===== src/tlad_pkg.sv =====
// Shared types, constants and helpers of the threshold line-average deinterlacer.
package tlad_pkg;

	localparam int MAX_WIDTH  = 2048;
	localparam int MAX_HEIGHT = 2048;

	localparam int PIX_W   = 8;
	localparam int THR_W   = 7;
	localparam int DIM_W   = 12;
	localparam int COORD_W = 11;
	localparam int COL_W   = $clog2(MAX_WIDTH);
	localparam int ROW_W   = $clog2(MAX_HEIGHT);

	localparam int QDEPTH = 4;
	localparam int QPTR_W = $clog2(QDEPTH);

	localparam int CFG_IDX_W = 2;
	localparam logic [CFG_IDX_W-1:0] REG_THRESHOLD = 2'd0;
	localparam logic [CFG_IDX_W-1:0] REG_WIDTH     = 2'd1;
	localparam logic [CFG_IDX_W-1:0] REG_HEIGHT    = 2'd2;

	localparam logic [THR_W-1:0] THR_RESET    = 7'd8;
	localparam logic [DIM_W-1:0] WIDTH_RESET  = 12'd720;
	localparam logic [DIM_W-1:0] HEIGHT_RESET = 12'd576;

	typedef struct packed {
		logic [THR_W-1:0] thr;
		logic [COL_W-1:0] w_last;
		logic [ROW_W-1:0] h_last;
	} cfg_t;

	// One queued input item: an optional result for the row above and an
	// optional copy of the current sample.
	typedef struct packed {
		logic               has_a;
		logic [PIX_W-1:0]   val_a;
		logic [COORD_W-1:0] row_a;
		logic               has_b;
		logic [PIX_W-1:0]   val_b;
		logic [COORD_W-1:0] row_b;
		logic [COORD_W-1:0] col;
	} entry_t;

	// Last valid index for a programmed dimension, with zero acting as one.
	function automatic logic [DIM_W-1:0] clamp_last(input logic [DIM_W-1:0] v,
			input logic [DIM_W-1:0] maxv);
		logic [DIM_W-1:0] res;
		if (v == '0) begin
			res = '0;
		end else if (v > maxv) begin
			res = maxv - 1'b1;
		end else begin
			res = v - 1'b1;
		end
		return res;
	endfunction

endpackage


===== src/tlad_fifo.sv =====
// Short queue of classified items between the front and back ends.
module tlad_fifo (
	input  logic             clk,
	input  logic             arst_n,
	input  logic             push_valid,
	output logic             push_ready,
	input  tlad_pkg::entry_t push_data,
	output logic             pop_valid,
	input  logic             pop_ready,
	output tlad_pkg::entry_t pop_data
);
	import tlad_pkg::*;

	entry_t              slots_q [QDEPTH];
	logic [QPTR_W-1:0]   wr_ptr_q;
	logic [QPTR_W-1:0]   rd_ptr_q;
	logic [QPTR_W:0]     count_q;
	logic                push;
	logic                pop;

	assign push_ready = (count_q != (QPTR_W+1)'(QDEPTH));
	assign pop_valid  = (count_q != '0);
	assign pop_data   = slots_q[rd_ptr_q];
	assign push       = push_valid && push_ready;
	assign pop        = pop_valid && pop_ready;

	always_ff @(posedge clk or negedge arst_n) begin
		if (!arst_n) begin
			wr_ptr_q <= '0;
			rd_ptr_q <= '0;
			count_q  <= '0;
		end else begin
			if (push) begin
				wr_ptr_q <= wr_ptr_q + 1'b1;
			end
			if (pop) begin
				rd_ptr_q <= rd_ptr_q + 1'b1;
			end
			if (push && !pop) begin
				count_q <= count_q + 1'b1;
			end else if (pop && !push) begin
				count_q <= count_q - 1'b1;
			end
		end
	end

	always_ff @(posedge clk) begin
		if (push) begin
			slots_q[wr_ptr_q] <= push_data;
		end
	end

endmodule


===== config.mk =====
export PLATFORM = sky130hd
export DESIGN_NAME = tlad_fifo
export DESIGN_NICKNAME = d
export VERILOG_FILES = /design/src/tlad_pkg.sv /design/src/tlad_fifo.sv
export SDC_FILE = /design/constraint.sdc
export NUM_CORES = 1
export LEC_CHECK = 0
export ABC_AREA = 1
export BUFFER_PORTS_ARGS = -buffer_cell sky130_fd_sc_hd__buf_2
export CORE_ASPECT_RATIO = 0.5
export CORE_MARGIN = 8
export CORE_UTILIZATION = 45
export CTS_CLUSTER_SIZE = 25
export DETAILED_ROUTE_END_ITERATION = 10
export PLACE_DENSITY_LB_ADDON = 0.1
export SYNTH_ARGS = -nofsm -noshare
export SYNTH_HDL_FRONTEND = slang
export SYNTH_SLANG_ARGS = --single-unit
export TNS_END_PERCENT = 5

===== constraint.sdc =====
create_clock -name clk -period 3.35 [get_ports clk]
set_input_delay 1.005 -clock clk [delete_from_list [all_inputs] [get_ports clk]]
set_output_delay 1.005 -clock clk [all_outputs]
set_load 0.01 [all_outputs]

==> results.yml, run 1 <==
status:
  status: "completed"
sta:
  slew_viol_final: 0
  finalWorstPathRequiredPeriod_ns: 2.97
  max_clock_freq_mhz: 336
  fin_crit_sh_pct: 88.7
  hold_viol_final: 0
  max_slew.worst_pin.slew_ns: 0.725
  rsz_0062_raised_after_global_routing: "no"
  worst_slew_margin_relative_to_its_limit_pct: 51.7
  fin_worst_skew_ns: 0.0171
  setup-violations-final: 0
setup_path:
  critical_path_fanout_max: 61
  critical_path_class: "reg2out"
  worstPathArrival_ns: 1.97
  cp-end-kind: "output pin"
  data_required_time_of_the_worst_path_ns: 2.34
  nature_of_the_critical_path_startpoint: "register"
place:
  globalplace.congestion: 0.666
  post_dp_cell_area_mm2: 0.00944
  placement.io_buffers: 107
  detailedPlacementHpwl_um: 9910
  placed_instances: 1000
global_routing:
  grt_first_pass_wirelength_um: 26100
  aggregate_global_routing_overflow: 0
  groute.usage.overall_pct: 13.7
  grt_pass1_vias: 4896
  antenna_found_initial: 2
  grt_max_degree: 62
worst_hold_path:
  worstHoldPathType: "in2async"
cells_and_area:
  multi_input_comb_area_mm2: 0.00164
  final_cell_area_mm2: 0.0100
  final.fill_count: 1562
  final_core_utilization_pct: 54.3
  final_nets: 824
  register_area_mm2: 0.00630
  stdcell_count: 1036
  area.growth.synth_to_final_pct: 17.7
  antenna-diode-count: 0
  drive_gt1_share_pct: 21.1
logic_synthesis:
  synth_enable_flop_cells: 204
  sequential_cell_area_fraction_in_the_yosys_report_pct: 73.9
  yosys_warns: 0
  synth.avg_cell_area_um2: 13.0
  postSynth.asyncResetShare_pct: 3.32
  post_synth_inst_count: 654
  synth_flop_cell: "sky130_fd_sc_hd__edfxtp_1"
  mappedNetlistNets: 715
  synth.ff_latch_count: 211
  mappedNetlistArea_mm2: 0.00853
  synth_unique_cells: 18
cts:
  path_clk_slew_ns: 0.06
  worstSkewPairLatency_ns: 0.49
  root_buffer: "sky130_fd_sc_hd__clkbuf_16"
  clock_tree.htree_level_count: 1
  cts_tree: "yes"
  cts_num_sinks: 211
  numCtsBuffers: 20
  post-cts-setup-buffers: 0
  ctsResizeCount: 0
  cts_buffer_depth: 3
  hold_buffers: 0
detailed_routing:
  wl_per_cell_um: 16.0
  first_pass_iters: 4
  detail-route-antenna-nets: 0
  drt_iter0_markers: 275
  routed-via-count: 4896
  detail_route.drc_violations: 0
  wirelength_um: 16600
  vias_per_cell: 4.73
floorplan:
  i_o_pin_total: 108
  start_util_pct: 46.2
  dieHeight_um: 113
  floorplan.die.width_um: 211
  core_ar_mm2: 0.0185
  floorplan.rows: 35
  floorplan.die_area_mm2: 0.0239
job:
  max_cap_viols: 0
pwr:
  power.density_mw_per_mm2: 871
  fin_total_pwr_w: 0.00875
  power_leakage_nw: 4.07
  peakVddDrop_v: 0.000363
==> cell families after synthesis <==
family / Yosys count / share of synthesized area [%]
flops: 211 / 73.9
simple gates: 182 / 8.14
buf+inv: 151 / 7.29
compound gates: 103 / 9.62
fa+ha+maj: 6 / 0.968
xor+xnor: 1 / 0.103
==> worst max-delay path, cell delays in order (launching register included) <==
cell and delay, ns:
sky130_fd_sc_hd__dfrtp_1 0.43, sky130_fd_sc_hd__inv_6 0.29, sky130_fd_sc_hd__buf_12 0.29, sky130_fd_sc_hd__nand2_1 0.08, sky130_fd_sc_hd__o211ai_1 0.09, sky130_fd_sc_hd__nand2_1 0.10
sky130_fd_sc_hd__buf_2 0.15
==> final timing paths <==
path | startpoint | to | slack [ns] | depth (start not counted)
worst min-delay path | arst_n | wr_ptr_q[0] | 0.34 | 1
worst max-delay path | rd_ptr_q[0] | pop_data[26] | 0.38 | 6
worst max register to register | count_q[0] | count_q[1] | 1.25 | 9
min in group clk | count_q[2] | count_q[2] | 0.51 | 2
max in group asynchronous | arst_n | rd_ptr_q[1] | 2.83 | 1
worst min register to register | count_q[2] | count_q[2] | 0.51 | 2
==> per-stage QoR <==
step	worst slack [ns]	TNS, ns	hold WS [ns]
after CTS	0.351	0	0.330
after detailed placement	0.787	0	0.489
after global placement	0.807	0	0.477
after floorplan	-0.405	-82.52	0.463
final	0.378	0	0.343
after global routing	0.221	0	0.335
==> Yosys cell counts, drive strengths merged, types with 4 or more instances <==
cell,count,area [um^2]
ha,5,62.6
nand2,170,638
buf,26,153
o211ai,102,816
nand3,7,35.0
inv,118,443
dfrtp,7,175
edfxtp,204,6130
nor2,4,15.0
clkbuf,7,26.3
==> metal layers <==
metal / wire length [um] / track usage [%]
met1: 7630 / 18.2
met2: 7840 / 22.6
met4: 277 / 3.34
met5: 26 / 0
met3: 780 / 3.09
==> cells in the final DEF, fill, tap and decap left out, drive strengths merged <==
master | netlist | final
buf | 26 | 120
clkbuf | 7 | 25
clkinv | 0 | 9
clkinvlp | 0 | 2
dfrtp | 7 | 7
edfxtp | 204 | 204
fa | 1 | 1
ha | 5 | 5
inv | 118 | 118
nand2 | 170 | 170
nand3 | 7 | 7
nand4 | 1 | 1
nor2 | 4 | 4
o211ai | 102 | 102
o21ai | 1 | 1
xnor2 | 1 | 1
==> sequential cells by signal, summed over array words and instances, names as in the netlist <==
signal / cells
slots_q: 204
count_q: 3
rd_ptr_q: 2
wr_ptr_q: 2
==> area by class of cell <==
type | count | share of cell area (%)
clock inverters | 11 | 0.524
flip-flops and latches | 211 | 62.8
multi-input cells | 292 | 16.3
clock buffers | 25 | 5.39
inverters | 118 | 4.46
well taps | 259 | 3.23
repair buffers | 120 | 7.30
==> report_power, final <==
group          switching, W  leakage [nW]  internal, W
combinational       0.00201          1.83      0.00107
clock              0.000916         0.285      0.00114
sequential         0.000135          1.95      0.00347
total               0.00306          4.07      0.00568
Power figures use the tool's default switching activity.
==> run 2: changes to the inputs <==
--- a/config.mk
+++ b/config.mk
@@ -7,10 +7,11 @@
 export LEC_CHECK = 0
 export ABC_AREA = 1
 export BUFFER_PORTS_ARGS = -buffer_cell sky130_fd_sc_hd__buf_2
+export CELL_PAD_IN_SITES_DETAIL_PLACEMENT = 1
+export CELL_PAD_IN_SITES_GLOBAL_PLACEMENT = 1
 export CORE_ASPECT_RATIO = 0.5
 export CORE_MARGIN = 8
-export CORE_UTILIZATION = 45
-export CTS_CLUSTER_SIZE = 25
+export CORE_UTILIZATION = 40
 export DETAILED_ROUTE_END_ITERATION = 10
 export PLACE_DENSITY_LB_ADDON = 0.1
 export SYNTH_ARGS = -nofsm -noshare
==> run 2 against run 1 <==
Compared with the run above: clock power up 5%; combinational power up 2%; via count up 4.7%; core utilization down 5.8 points; sequential share of layout area down 0.20 points; clock skew down 0.0086 ns; sequential power about the same; register-to-register slack worse by 0.04 ns; sequential cell count unchanged; highest routed layer is now met4.
==> results.yml, run 2 (synthesis results as in run 1) <==
sta:
  setup_tns_final_ns: 0
  setup-violations-final: 0
  hold_viol_final: 0
  max_slew.worst_pin.slew_ns: 0.747
  slew_viol_final: 0
  worst_slew_margin_relative_to_its_limit_pct: 50.2
  finalWorstPathRequiredPeriod_ns: 3.07
  fin_crit_sh_pct: 91.6
  max_clock_freq_mhz: 326
  fin_worst_skew_ns: 0.00857
  rsz_0062_raised_after_global_routing: "no"
  fin_ws_ns: 0.280
detailed_routing:
  vias_per_cell: 4.87
  first_pass_iters: 4
  wirelength_um: 19100
  wl_per_cell_um: 18.1
  drt_iter0_markers: 183
  routed-via-count: 5125
  detail_route.drc_violations: 0
  detail-route-antenna-nets: 0
place:
  detailedPlace.worstSlack_ns: 0.771
  detailedPlacementHpwl_um: 12200
  globalplace.congestion: 0.681
  placement.io_buffers: 107
cts:
  numCtsBuffers: 20
  path_clk_slew_ns: 0.07
  hold_buffers: 0
  cts_tree: "yes"
  ctsResizeCount: 0
  root_buffer: "sky130_fd_sc_hd__clkbuf_16"
  worstSkewPairLatency_ns: 0.49
  cts_num_sinks: 211
  cts_buffer_depth: 3
  clock_tree.htree_level_count: 1
  post-cts-setup-buffers: 0
cells_and_area:
  mostFrequentLayoutCell: "sky130_fd_sc_hd__edfxtp_1"
  layout.cells.most_common_list: "sky130_fd_sc_hd__edfxtp_1, sky130_fd_sc_hd__nand2_1, sky130_fd_sc_hd__inv_1"
  top_regs: "slots_q: 204 flops, count_q: 3 flops"
  largest_register_ffs: 204
  area.growth.synth_to_final_pct: 18.0
  antenna-diode-count: 0
  drive_gt1_share_pct: 21.2
  final_nets: 827
  largest-register: "slots_q"
setup_path:
  crit_family: "buffers and inverters"
  critical_path_fanout_max: 60
  timing.reg2reg.setup_slack_ns: 1.21
  cp-end-kind: "output pin"
  worstPathArrival_ns: 2.06
  rr_worst_depth: 9
  critical-path-slowest-cell: "sky130_fd_sc_hd__dfrtp_1"
  data_required_time_of_the_worst_path_ns: 2.34
  nature_of_the_critical_path_startpoint: "register"
  max_stage_delay_ns: 0.43
  critPathLaunch: "rd_ptr_q[0]"
  reg2reg_to: "count_q[1]"
  critical_path.endpoint: "pop_data[16]"
  crit_cells: 6
  timing.critical_path.buf_inv: 3
  critical_path_class: "reg2out"
  crit_path_cell_trace: "inv_6 -> buf_12 -> nand2_1 -> o211ai_1 -> nand2_1 -> buf_2"
  cp_common_cell: "sky130_fd_sc_hd__nand2_1"
  reg2reg_from: "count_q[1]"
floorplan:
  dieHeight_um: 119
  start_util_pct: 41.1
  floorplan.rows: 37
  floorplan.die.width_um: 223
  floorplan.die_area_mm2: 0.0265
  core_ar_mm2: 0.0207
  i_o_pin_total: 108
job:
  max_cap_viols: 0
global_routing:
  grt_max_degree: 61
  grt_first_pass_wirelength_um: 30700
  groute.usage.overall_pct: 14.4
  aggregate_global_routing_overflow: 0
  grt_pass1_vias: 5663
  antenna_found_initial: 0
pwr:
  peakVddDrop_v: 0.000423
  fin_total_pwr_w: 0.00892
  power_leakage_nw: 4.08
  power.density_mw_per_mm2: 886
status:
  status: "completed"
worst_hold_path:
  worstHoldPathType: "in2async"
-- run 2: changes by cell type in the layout (fill, tap and decap cells not counted), sizes merged --
cell / previous run / this run
clkinvlp: 2 / 0
clkinv: 9 / 8
clkbuf: 25 / 27
buf: 120 / 123
bufinv: 0 / 1
-- run 2: routing by layer --
metal	track usage [%]	wire length (um)	vias up	share of wire (%)
li1	-	-	2487	-
met1	18.0	8770	2536	46
met2	25.9	9400	79	49
met3	2.82	655	23	3.4
met4	2.74	283	0	1.5
met5	0	0	-	0
-- run 2: worst min path at each step --
stage / to / startpoint
final: count_q[1] / arst_n
after global routing: count_q[1] / arst_n
after CTS: count_q[1] / arst_n
after detailed placement: count_q[2] / count_q[2]
after global placement: count_q[2] / count_q[2]
after floorplan: count_q[2] / count_q[2]
-- run 2: power by group --
part	switching, W	total [W]	internal (W)	leakage (nW)
sequential	0.000143	0.00361	0.00347	1.95
clock	0.000934	0.00217	0.00123	0.300
combinational	0.00209	0.00314	0.00105	1.83
-- run 2: cell type report --
class                   count  area (um^2)
fillers                  2152        10700
flip-flops and latches    211         6300
multi-input cells         292         1640
repair buffers            123          718
clock buffers              27          548
inverters                 118          448
well taps                 273          342
clock inverters             9         73.8
-- run 2: per-stage QoR --
step | cells | utilization, % | hold slack [ns] | instance area (um^2)
after floorplan | 654 | - | 0.463 | 8530
after global placement | 1017 | 45.5 | 0.486 | 9450
after detailed placement | 1017 | 45.5 | 0.510 | 9450
after CTS | 1053 | 48.5 | 0.332 | 10100
after global routing | 1053 | 48.5 | 0.333 | 10100
final | 1053 | 48.5 | 0.345 | 10100
-- run 2: worst register-to-register path, delay by kind of cell (launching register included) --
kind                     cells  cell delay, ns
AO/OA/AOI/OAI                1            0.07
AND/OR/NAND/NOR              3            0.63
flip-flops                   1            0.40
buffers and inverters        3            0.28
adder cells (fa/ha/maj)      2            0.63
