`config.mk`:
```
export PLATFORM = sky130hd
export DESIGN_NAME = tlad_back
export DESIGN_NICKNAME = d
export VERILOG_FILES = /design/src/tlad_pkg.sv /design/src/tlad_back.sv
export SDC_FILE = /design/constraint.sdc
export NUM_CORES = 1
export LEC_CHECK = 0
export ABC_AREA = 1
export BUFFER_PORTS_ARGS = -buffer_cell sky130_fd_sc_hd__buf_2
export CAP_MARGIN = 20
export CORE_AREA = 5 5 83 55
export DETAILED_ROUTE_END_ITERATION = 6
export DIE_AREA = 0 0 88 60
export GPL_TIMING_DRIVEN = 0
export HOLD_SLACK_MARGIN = 0.06
export PLACE_DENSITY = 0.73
export RECOVER_POWER = 100
export SYNTH_ARGS = -nofsm -noshare
export SYNTH_HDL_FRONTEND = slang
export SYNTH_SLANG_ARGS = --single-unit
```
`constraint.sdc`:
```
create_clock -name clk -period 2.3 [get_ports clk]
set_input_delay 0 -clock clk [delete_from_list [all_inputs] [get_ports clk]]
set_output_delay 0 -clock clk [all_outputs]
set_load 0.02 [all_outputs]
```
`src/tlad_pkg.sv`:
```
// Shared types, constants and helpers of the threshold line-average deinterlacer.
package tlad_pkg;

	localparam int MAX_WIDTH  = 2048;
	localparam int MAX_HEIGHT = 2048;

	localparam int PIX_W   = 8;
	localparam int THR_W   = 7;
	localparam int DIM_W   = 12;
	localparam int COORD_W = 11;
	localparam int COL_W   = $clog2(MAX_WIDTH);
	localparam int ROW_W   = $clog2(MAX_HEIGHT);

	localparam int QDEPTH = 4;
	localparam int QPTR_W = $clog2(QDEPTH);

	localparam int CFG_IDX_W = 2;
	localparam logic [CFG_IDX_W-1:0] REG_THRESHOLD = 2'd0;
	localparam logic [CFG_IDX_W-1:0] REG_WIDTH     = 2'd1;
	localparam logic [CFG_IDX_W-1:0] REG_HEIGHT    = 2'd2;

	localparam logic [THR_W-1:0] THR_RESET    = 7'd8;
	localparam logic [DIM_W-1:0] WIDTH_RESET  = 12'd720;
	localparam logic [DIM_W-1:0] HEIGHT_RESET = 12'd576;

	typedef struct packed {
		logic [THR_W-1:0] thr;
		logic [COL_W-1:0] w_last;
		logic [ROW_W-1:0] h_last;
	} cfg_t;

	// One queued input item: an optional result for the row above and an
	// optional copy of the current sample.
	typedef struct packed {
		logic               has_a;
		logic [PIX_W-1:0]   val_a;
		logic [COORD_W-1:0] row_a;
		logic               has_b;
		logic [PIX_W-1:0]   val_b;
		logic [COORD_W-1:0] row_b;
		logic [COORD_W-1:0] col;
	} entry_t;

	// Last valid index for a programmed dimension, with zero acting as one.
	function automatic logic [DIM_W-1:0] clamp_last(input logic [DIM_W-1:0] v,
			input logic [DIM_W-1:0] maxv);
		logic [DIM_W-1:0] res;
		if (v == '0) begin
			res = '0;
		end else if (v > maxv) begin
			res = maxv - 1'b1;
		end else begin
			res = v - 1'b1;
		end
		return res;
	endfunction

endpackage

```
`src/tlad_back.sv`:
```
// Back end: splits each queued item into its results and drives the output register.
module tlad_back (
	input  logic                           clk,
	input  logic                           arst_n,
	input  logic                           pop_valid,
	output logic                           pop_ready,
	input  tlad_pkg::entry_t               pop_data,
	output logic                           out_valid,
	input  logic                           out_ready,
	output logic [tlad_pkg::PIX_W-1:0]     pixel_out,
	output logic [tlad_pkg::COORD_W-1:0]   out_row,
	output logic [tlad_pkg::COORD_W-1:0]   out_col,
	output logic                           last_of_run
);
	import tlad_pkg::*;

	logic               out_valid_q;
	logic [PIX_W-1:0]   pix_q;
	logic [COORD_W-1:0] row_q;
	logic [COORD_W-1:0] col_q;
	logic               last_q;
	logic               phase_q;

	logic               load;
	logic               take;
	logic               emit_a;
	logic               sel_last;
	logic [PIX_W-1:0]   sel_pix;
	logic [COORD_W-1:0] sel_row;

	assign load     = !out_valid_q || out_ready;
	assign take     = load && pop_valid;
	// The row-above result goes first; phase_q marks that it has left.
	assign emit_a   = pop_data.has_a && !phase_q;
	assign sel_last = emit_a ? !pop_data.has_b : 1'b1;
	assign sel_pix  = emit_a ? pop_data.val_a : pop_data.val_b;
	assign sel_row  = emit_a ? pop_data.row_a : pop_data.row_b;
	assign pop_ready = load && sel_last;

	always_ff @(posedge clk or negedge arst_n) begin
		if (!arst_n) begin
			out_valid_q <= 1'b0;
			phase_q     <= 1'b0;
		end else begin
			if (load) begin
				out_valid_q <= pop_valid;
			end
			if (take) begin
				phase_q <= !sel_last;
			end
		end
	end

	always_ff @(posedge clk) begin
		if (take) begin
			pix_q  <= sel_pix;
			row_q  <= sel_row;
			col_q  <= pop_data.col;
			last_q <= sel_last;
		end
	end

	assign out_valid   = out_valid_q;
	assign pixel_out   = pix_q;
	assign out_row     = row_q;
	assign out_col     = col_q;
	assign last_of_run = last_q;

endmodule
```
==> results by stage, run 1 <==
Timing:
- The share of the cycle needed by the critical path after routing is a little over 70%.
- For this run, the top clock speed supported by timing is 0.6053 GHz.
- The count of final setup violators is 0.
- The worst slew margin relative to its limit is between 70% and 80%.
- Clock skew on the completed layout was measured at 8.602 ps.
- Setup repair after global routing left no endpoint under its margin.
- After layout, the worst setup slack is around 650 ps.
- The clock period minus final worst setup slack is about 1700 ps.
- The setup TNS is 0 ps.
- The number of endpoints with negative hold slack in the final report was 0.
- The slew at the pin closest to its max-slew limit is around 420 ps.
- The final max-slew violation count is 0.

Finish:
- The area taken by multi-input logic gates is 277.8 µm².
- For this run, the post-layout net count is approximately 310.
- Cells with a size suffix above 1 make up 27.31% of the layout.
- The count of antenna diodes in the layout is 0.
- The layout filler cell count is 319.
- Compared with the post-synthesis result, the final layout area differs by 84.72%.
- Summing all flip-flop and latch instances after layout gives 980.9 µm².

Power:
- The areal power density over the cells is 610.6 nW/µm².
- In this run the static leakage power is 1.109 nW.
- IR analysis of the VDD net gives a maximum drop of 0.3297 mV.

Logic synthesis:
- The synthesized-area fraction occupied by ao, oa, aoi and oai cells is less than 1%.
- The post-synthesis cell area is between 1000 and 1500 µm².
- The post-synthesis cell type count is 11.
- Synthesis produced around 110 cells.
- The synthesized design contains 33 register bits.
- The sequential fraction of the synthesis area is approximately three quarters.
- The mean cell area of the mapped netlist is around 12 µm².
- The post-synth net total is roughly 170.
- During synthesis, Yosys emitted a total of 0 warnings.
- The xor and xnor fraction of the mapped netlist area is 0%.
- Of the post-synthesis cell area, the part taken by muxes is 0%.
- The area share of and/or/nand/nor cells after synthesis is 20.15%.
- The combinational family with the most area after synthesis is simple AND/OR/NAND/NOR gates.
- The synthesized-area fraction occupied by adder cells is 0%.

Worst setup path:
- The data required time at the worst endpoint is 2320 ps.
- The worst setup path category is reg2reg.
- The type of element launching the critical path is a flip-flop.
- The worst register-to-register path has a depth of 7.
- Of all nets on the critical path, the largest fanout is 10.
- The dominant cell type by count on the critical path is nand2_1.
- In this run the register-to-register setup slack is about 650 ps.
- The endpoint arrival time on the critical path is around 1700 ps.
- The highest cell delay on the worst timing path is around 560 ps.
- Walking the worst path, the cells encountered are inv_1 -> nand2_1 -> inv_1 -> buf_6 -> nand2_1 -> nand2_1 -> dlygate4sd3_1.
- The critical path's slowest cell is dlygate4sd3_1.
- The worst setup path is captured at a flip-flop.

Floorplan:
- The initial utilization of the core area, before any placement, comes to between 30% and 40%.
- Row generation in the floorplan step produced 18 rows.
- The number of top-level pins is 88.
- The die is roughly 60 µm tall.
- The floorplan step defined a die boundary enclosing roughly 5300 µm².
- The floorplan step set the die width to between 80 and 90 µm.
- The floorplan step defined a core boundary enclosing ~3800 µm².

CTS:
- The number of clock sinks is 33.
- The clock-pin slew on the worst setup and hold paths is ~60 ps.
- TritonCTS built the clock tree.
- Counting the buffers created by CTS gives 5.
- The post-CTS setup repair buffer count is 0.
- The library cell used as clock root buffer is clkbuf_8.
- The worst-case clock buffer depth is 2.
- At the later pin of the worst-skew pair, clock insertion delay measures about 280 ps.
- CTS built an H-tree with a depth of 2.

Global route:
- met2 is the most crowded layer.
- The largest net degree at the start of global routing is 24.
- The first-pass GRT wire length is between 6000 and 7000 µm.
- For met3 alone, demand over resource in global routing was 6.749%.
- The number of antenna violations at the first check in global routing was 0.
- In the global route stage, met1 resource usage came out at between 10% and 20%.
- For met2 alone, demand over resource in global routing was between 20% and 30%.
- The remaining global-route overflow is 0.
- The global-route usage over all layers is roughly 16%.
- The via count of the first global-routing pass is roughly 1400.

Route:
- The routed design has ~4200 µm of wire.
- The total via count after detailed routing is around 1300.
- The number of design rule violations left after detail routing is 0.
- The total iterations of the first detailed-routing run is 4.
- The number of nets still failing antenna checks after routing is 0.
- The per-cell via count in the routed design is between 4 and 5.
- Dividing the detail-routed wire length by the instance count gives about 14 µm.
- The starting DRC count in detailed routing is 39.

Placement:
- Routability-driven placement finished with a final weighted congestion of ~0.76.
- The setup slack after placement is approximately 950 ps.
- The number of input and output port buffers inserted is 87.
- Detailed placement finished with a half-perimeter wire length of 2572 µm.

Flow run:
- The number of violations of the max-capacitance limit is 0.

Status:
- The flow ran to the end, and the final reports show no timing, DRC or antenna violations.

Hold path:
- The worst hold path belongs to the class in2reg.
- The number of cells traversed by the worst hold path is 4.
synth_stat cells:
master,count,share of area (%)
a21oi_1,1,0.38
buf_4,2,1.1
buf_6,2,1.7
dfrtp_1,2,3.8
edfxtp_1,31,71
inv_1,4,1.1
inv_2,2,0.57
nand2_1,63,18
nand2_2,2,0.95
nand2_4,1,0.86
nor2_1,1,0.29
critical path, delay by kind of cell (launching register included):
family	cells	cell delay [ps]
buffers and inverters	4	830
DFF	1	340
and+or+nand+nor	3	230
logic make-up after synthesis:
family	Yosys count
and+or+nand+nor	67
DFF	33
buffers and inverters	10
AOI/OAI and AO/OA	1
per-layer routing:
| layer | vias to the layer above | wire (µm) |
|---|---|---|
| met1 | 580 | 1605 |
| met5 | - | 0 |
| met3 | 11 | 501 |
| met4 | 0 | 67 |
| li1 | 654 | - |
| met2 | 72 | 2034 |
placed cells by master (no fill, tap or decap):
cell,count
buf_2,54
inv_2,1
nor2_1,1
buf_4,2
buf_6,2
dfrtp_1,2
a21oi_4,1
clkinv_2,2
buf_16,1
clkinvlp_4,1
inv_1,5
nand2_1,64
clkbuf_8,5
nand2_2,1
clkbuf_1,33
nand2_4,1
dlygate4sd3_1,53
edfxtp_1,31
stage by stage:
stage	util, %	cells	total power [W]	cell area (µm²)	hold slack (ps)
finish	63.58	310	0.001478	2420	90.01
global route	63.58	310	0.001560	2420	116.4
detailed placement	48.52	249	0.0009845	1847	-213.2
global placement	47.60	248	0.0009696	1812	-213.8
CTS	64.73	310	0.001498	2464	86.98
floorplan	-	111	0.0008700	1314	-295.6
final timing paths:
| check | end | startpoint |
|---|---|---|
| worst max-delay path | pixel_out[7] | phase_q |
| max in group asynchronous | phase_q | arst_n |
| min in group asynchronous | out_valid | arst_n |
| worst max register to register | pixel_out[7] | phase_q |
| worst min register to register | phase_q | phase_q |
| worst min-delay path | out_valid | out_ready |
state kept, by name (all words and copies together) (netlist names):
| signal | count |
|---|---|
| out_col | 11 |
| out_row | 11 |
| pixel_out | 8 |
| last_of_run | 1 |
| out_valid | 1 |
| phase_q | 1 |
area by class of cell:
class / instances / share of cell area [%]
sequential: 33 / 40.54
timing repair buffer: 141 / 39.35
multi-input combinational: 68 / 11.48
clock buffer: 5 / 2.844
tap: 50 / 2.585
buffer: 4 / 1.551
inverter: 6 / 0.9307
clock inverter: 3 / 0.7239
repair_timing:
| action | CTS | global route |
|---|---|---|
| resized for setup | 0 | 0 |
| endpoints found under the hold margin | 35 | 0 |
| endpoints found under the setup margin | 0 | 0 |
| hold buffers | 53 | 0 |
report_power, final:
| group | switching [W] | internal [W] | total [W] |
|---|---|---|---|
| logic | 0.000167 | 0.000170 | 0.000337 |
| registers | 0.0000130 | 0.000711 | 0.000724 |
| clock network | 0.000208 | 0.000209 | 0.000417 |
| total | 0.000388 | 0.00109 | 0.00148 |
(Power assumes the default switching activity.)
==> run 2, diff against run 1 <==
--- a/config.mk
+++ b/config.mk
@@ -8,12 +8,12 @@
 export ABC_AREA = 1
 export BUFFER_PORTS_ARGS = -buffer_cell sky130_fd_sc_hd__buf_2
 export CAP_MARGIN = 20
-export CORE_AREA = 5 5 83 55
+export CORE_AREA = 5 5 79 52
 export DETAILED_ROUTE_END_ITERATION = 6
-export DIE_AREA = 0 0 88 60
+export DIE_AREA = 0 0 84 57
 export GPL_TIMING_DRIVEN = 0
 export HOLD_SLACK_MARGIN = 0.06
-export PLACE_DENSITY = 0.73
+export PLACE_DENSITY = 0.78
 export RECOVER_POWER = 100
 export SYNTH_ARGS = -nofsm -noshare
 export SYNTH_HDL_FRONTEND = slang
==> constraint.sdc (replaced) <==
create_clock -name clk -period 1.7 [get_ports clk]
set_input_delay 0 -clock clk [delete_from_list [all_inputs] [get_ports clk]]
set_output_delay 0 -clock clk [all_outputs]
set_load 0.02 [all_outputs]
==> run 2 against run 1 <==
Fmax increased by 1.4%. Non-clock buffer count is the same. Critical path depth unchanged. Setup slack worse by 580 ps. Combinational power increased by 35%. Die area shrank 9.3%. Utilization grew 6.9 points. Clock power rose by 35%. First-iteration DRC count is 15% higher. Count of clock-buffer cells in the layout unchanged. Hold slack is essentially flat. Cell count shrank 0.97%.
==> results by stage, run 2 (synthesis results as in run 1) <==
Status:
- The flow ran to the end, and the final reports show no timing, DRC or antenna violations.

Route:
- The number of nets still failing antenna checks after routing was 0 (unchanged).
- The average wire per standard cell is 14.06 µm (+3.6%).
- The routed wire length came to 4316 µm (+2.6%).
- The number of design rule violations left after detail routing came to 0 (unchanged).
- The total iterations of the first detailed-routing run is 4 (unchanged).
- The starting DRC count in detailed routing is 45 (+15%).
- The per-cell via count in the routed design is 4.436 (+4.4%).
- The total via count after detailed routing was 1362 (+3.4%).

Global route:
- The via count of the first global-routing pass came to 1434 (+3.2%).
- The first-pass GRT wire length is 6920 µm (+11%).
- The largest net degree at the start of global routing came to 33 (+38%).
- The number of antenna violations at the first check in global routing is 0 (unchanged).
- The global-route usage over all layers was 19.12% (+3.0 points).
- The remaining global-route overflow came to 0 (unchanged).

Worst setup path:
- The worst setup path is of the reg2reg kind.
- The data required time at the worst endpoint is 1730 ps (-590 ps).
- The endpoint arrival time on the critical path is 1650 ps (-20 ps).
- The highest cell delay on the worst timing path is 560 ps (about the same).
- STA classifies the critical path endpoint as a flip-flop.
- The critical path's slowest cell is dlygate4sd3_1.
- The dominant cell type by count on the critical path is nand2_1.
- STA classifies the critical path startpoint as a flip-flop.
- The maximum fanout encountered on the critical timing path is 10 (unchanged).
- Walking the worst path, the cells encountered are inv_1 -> nand2_2 -> inv_2 -> buf_6 -> nand2_1 -> nand2_1 -> dlygate4sd3_1.

Finish:
- The signed area change from the synthesized netlist to the final layout is 83.09%.
- The layout filler cell count is 264 (-17%).
- The number of nets in the layout is 314 (unchanged).
- The area taken by multi-input logic gates is 280.3 µm² (+0.90%).
- The end-of-flow core utilization is 70.48% (+6.9 points).
- The count of antenna diodes in the layout came to 0 (unchanged).
- The library cells used most frequently in the layout, excluding fill and tap cells, are 63 x nand2_1, 54 x buf_2, 53 x dlygate4sd3_1, 33 x clkbuf_1, 31 x edfxtp_1.
- The area taken by flip-flops and latches came to 980.9 µm² (unchanged).
- The share of final-layout standard cells stronger than drive strength 1 came to 28.08% (+0.77 points).
- The commonest non-fill, non-tap cell in the layout is nand2_1.

Timing:
- The number of endpoints with negative hold slack in the final report is 0 (unchanged).
- The highest attainable clock frequency is 0.6138 GHz (+1.4%).
- The final worst clock skew is 5.951 ps (-2.651 ps).
- The final max-slew violation count is 0 (unchanged).
- The count of final setup violators is 0 (unchanged).
- The share of the cycle needed by the critical path after routing was 95.84% (+24 points).
- The clock period minus final worst setup slack is 1629 ps (-22.72 ps).
- The worst slew margin relative to its limit was 33.92% (-38 points).
- The slew at the pin closest to its max-slew limit is 989.0 ps (+573.6 ps).
- The post-route worst hold slack is 89.77 ps (-0.2396 ps).

CTS:
- CTS placed an instance of clkbuf_8 at the clock tree root.
- The TritonCTS clock tree is built.
- The worst-case clock buffer depth was 2 (unchanged).
- The post-cts sizing count came to 0 (unchanged).
- The number of levels in the clock H-tree is 2 (unchanged).
- The clock network latency to the later pin of the worst-skew pair is 280 ps (about the same).
- The number of clock buffers inserted by TritonCTS is 5 (unchanged).
- The number of clock sinks is 33 (unchanged).
- The clock-pin slew on the worst setup and hold paths was 70 ps (about the same).

Placement:
- The number of input and output port buffers inserted came to 87 (unchanged).
- The half-perimeter wire length after detailed placement is 2448 µm (-4.8%).
- The weighted congestion reported at the end of routability-driven placement is 0.7943 (+5.0%).

Power:
- The largest vdd supply drop is 0.4135 mV (+25%).
- The areal power density over the cells is 832.4 nW/µm² (+36%).
- The static leakage power is 1.101 nW (-0.74%).

Floorplan:
- The width of the die is 84 µm (-4.5%).
- The number of top-level pins is 88 (unchanged).
- The vertical die dimension was 57 µm (-5.0%).
- The starting density of the core is 38.49% (+4.1 points).
- The die footprint is 4788 µm² (-9.3%).
- The count of standard-cell rows is 17 (-1).
- The area inside the core boundary is 3403 µm² (-11%).

Hold path:
- The tightest min-delay check is of the in2reg type.

Flow run:
- The number of violations of the max-capacitance limit was 0 (unchanged).
-- run 2: cell count changes in the layout (fill, tap and decap cells not counted) --
cell,delta
inv_2,+1
buf_16,-1
inv_1,-1
nand2_1,-1
buf_4,+1
nand2_2,+1
-- run 2: through the flow --
stage	setup WS, ps	instance area (µm²)	setup TNS, ps	total power (W)	cells
global placement	107.2	1815	0	0.001310	245
floorplan	206.0	1321	0	0.001179	111
global route	-3.448	2399	-3.448	0.002112	307
finish	70.78	2399	0	0.001997	307
CTS	89.00	2432	0	0.002015	306
detailed placement	94.01	1815	0	0.001318	245
-- run 2: per-layer routing --
metal	global-route usage, %	vias to the layer above	share of wire (%)
met5	0	-	0
met4	8.257	0	2.2
met3	6.638	11	8.3
met2	34.99	78	50
met1	20.28	619	40
li1	-	654	-
-- run 2: cell type report --
cell class              instances  share of cell area, %
plain buffers                   4                  1.565
inverters                       6                 0.9390
flip-flops and latches         33                  40.90
well taps                      47                  2.452
clock buffers                   5                  2.869
repair buffers                141                  38.86
multi-input cells              68                  11.68
clock inverters                 3                 0.7303
-- run 2: final timing paths --
kind,cells past startpoint,start,to,slack (ps)
max,7,phase_q,pixel_out[4],70
min,4,out_ready,out_valid,90
max reg2reg,7,phase_q,pixel_out[4],70
min reg2reg,3,phase_q,phase_q,590
max in group asynchronous,3,arst_n,phase_q,960
min in group asynchronous,3,arst_n,out_valid,620
-- run 2: power by group --
group	leakage [nW]	switching, W	total, W	internal, W
logic	0.737	0.000229	0.000454	0.000225
clock network	0.0439	0.000279	0.000561	0.000282
registers	0.320	0.0000184	0.000982	0.000964
total	1.10	0.000526	0.00200	0.00147
-- run 2: timing repair --
action	4_1_cts	5_1_grt
hold endpoints to repair	35	0
hold buffers	53	0
setup buffers	0	1
endpoints found under the setup margin	0	1
-- run 2: worst max-delay path: cells and delay by family (launching register included) --
kind	cells	cell delay, ps
buffers and inverters	4	790
DFF	1	350
and+or+nand+nor	3	230
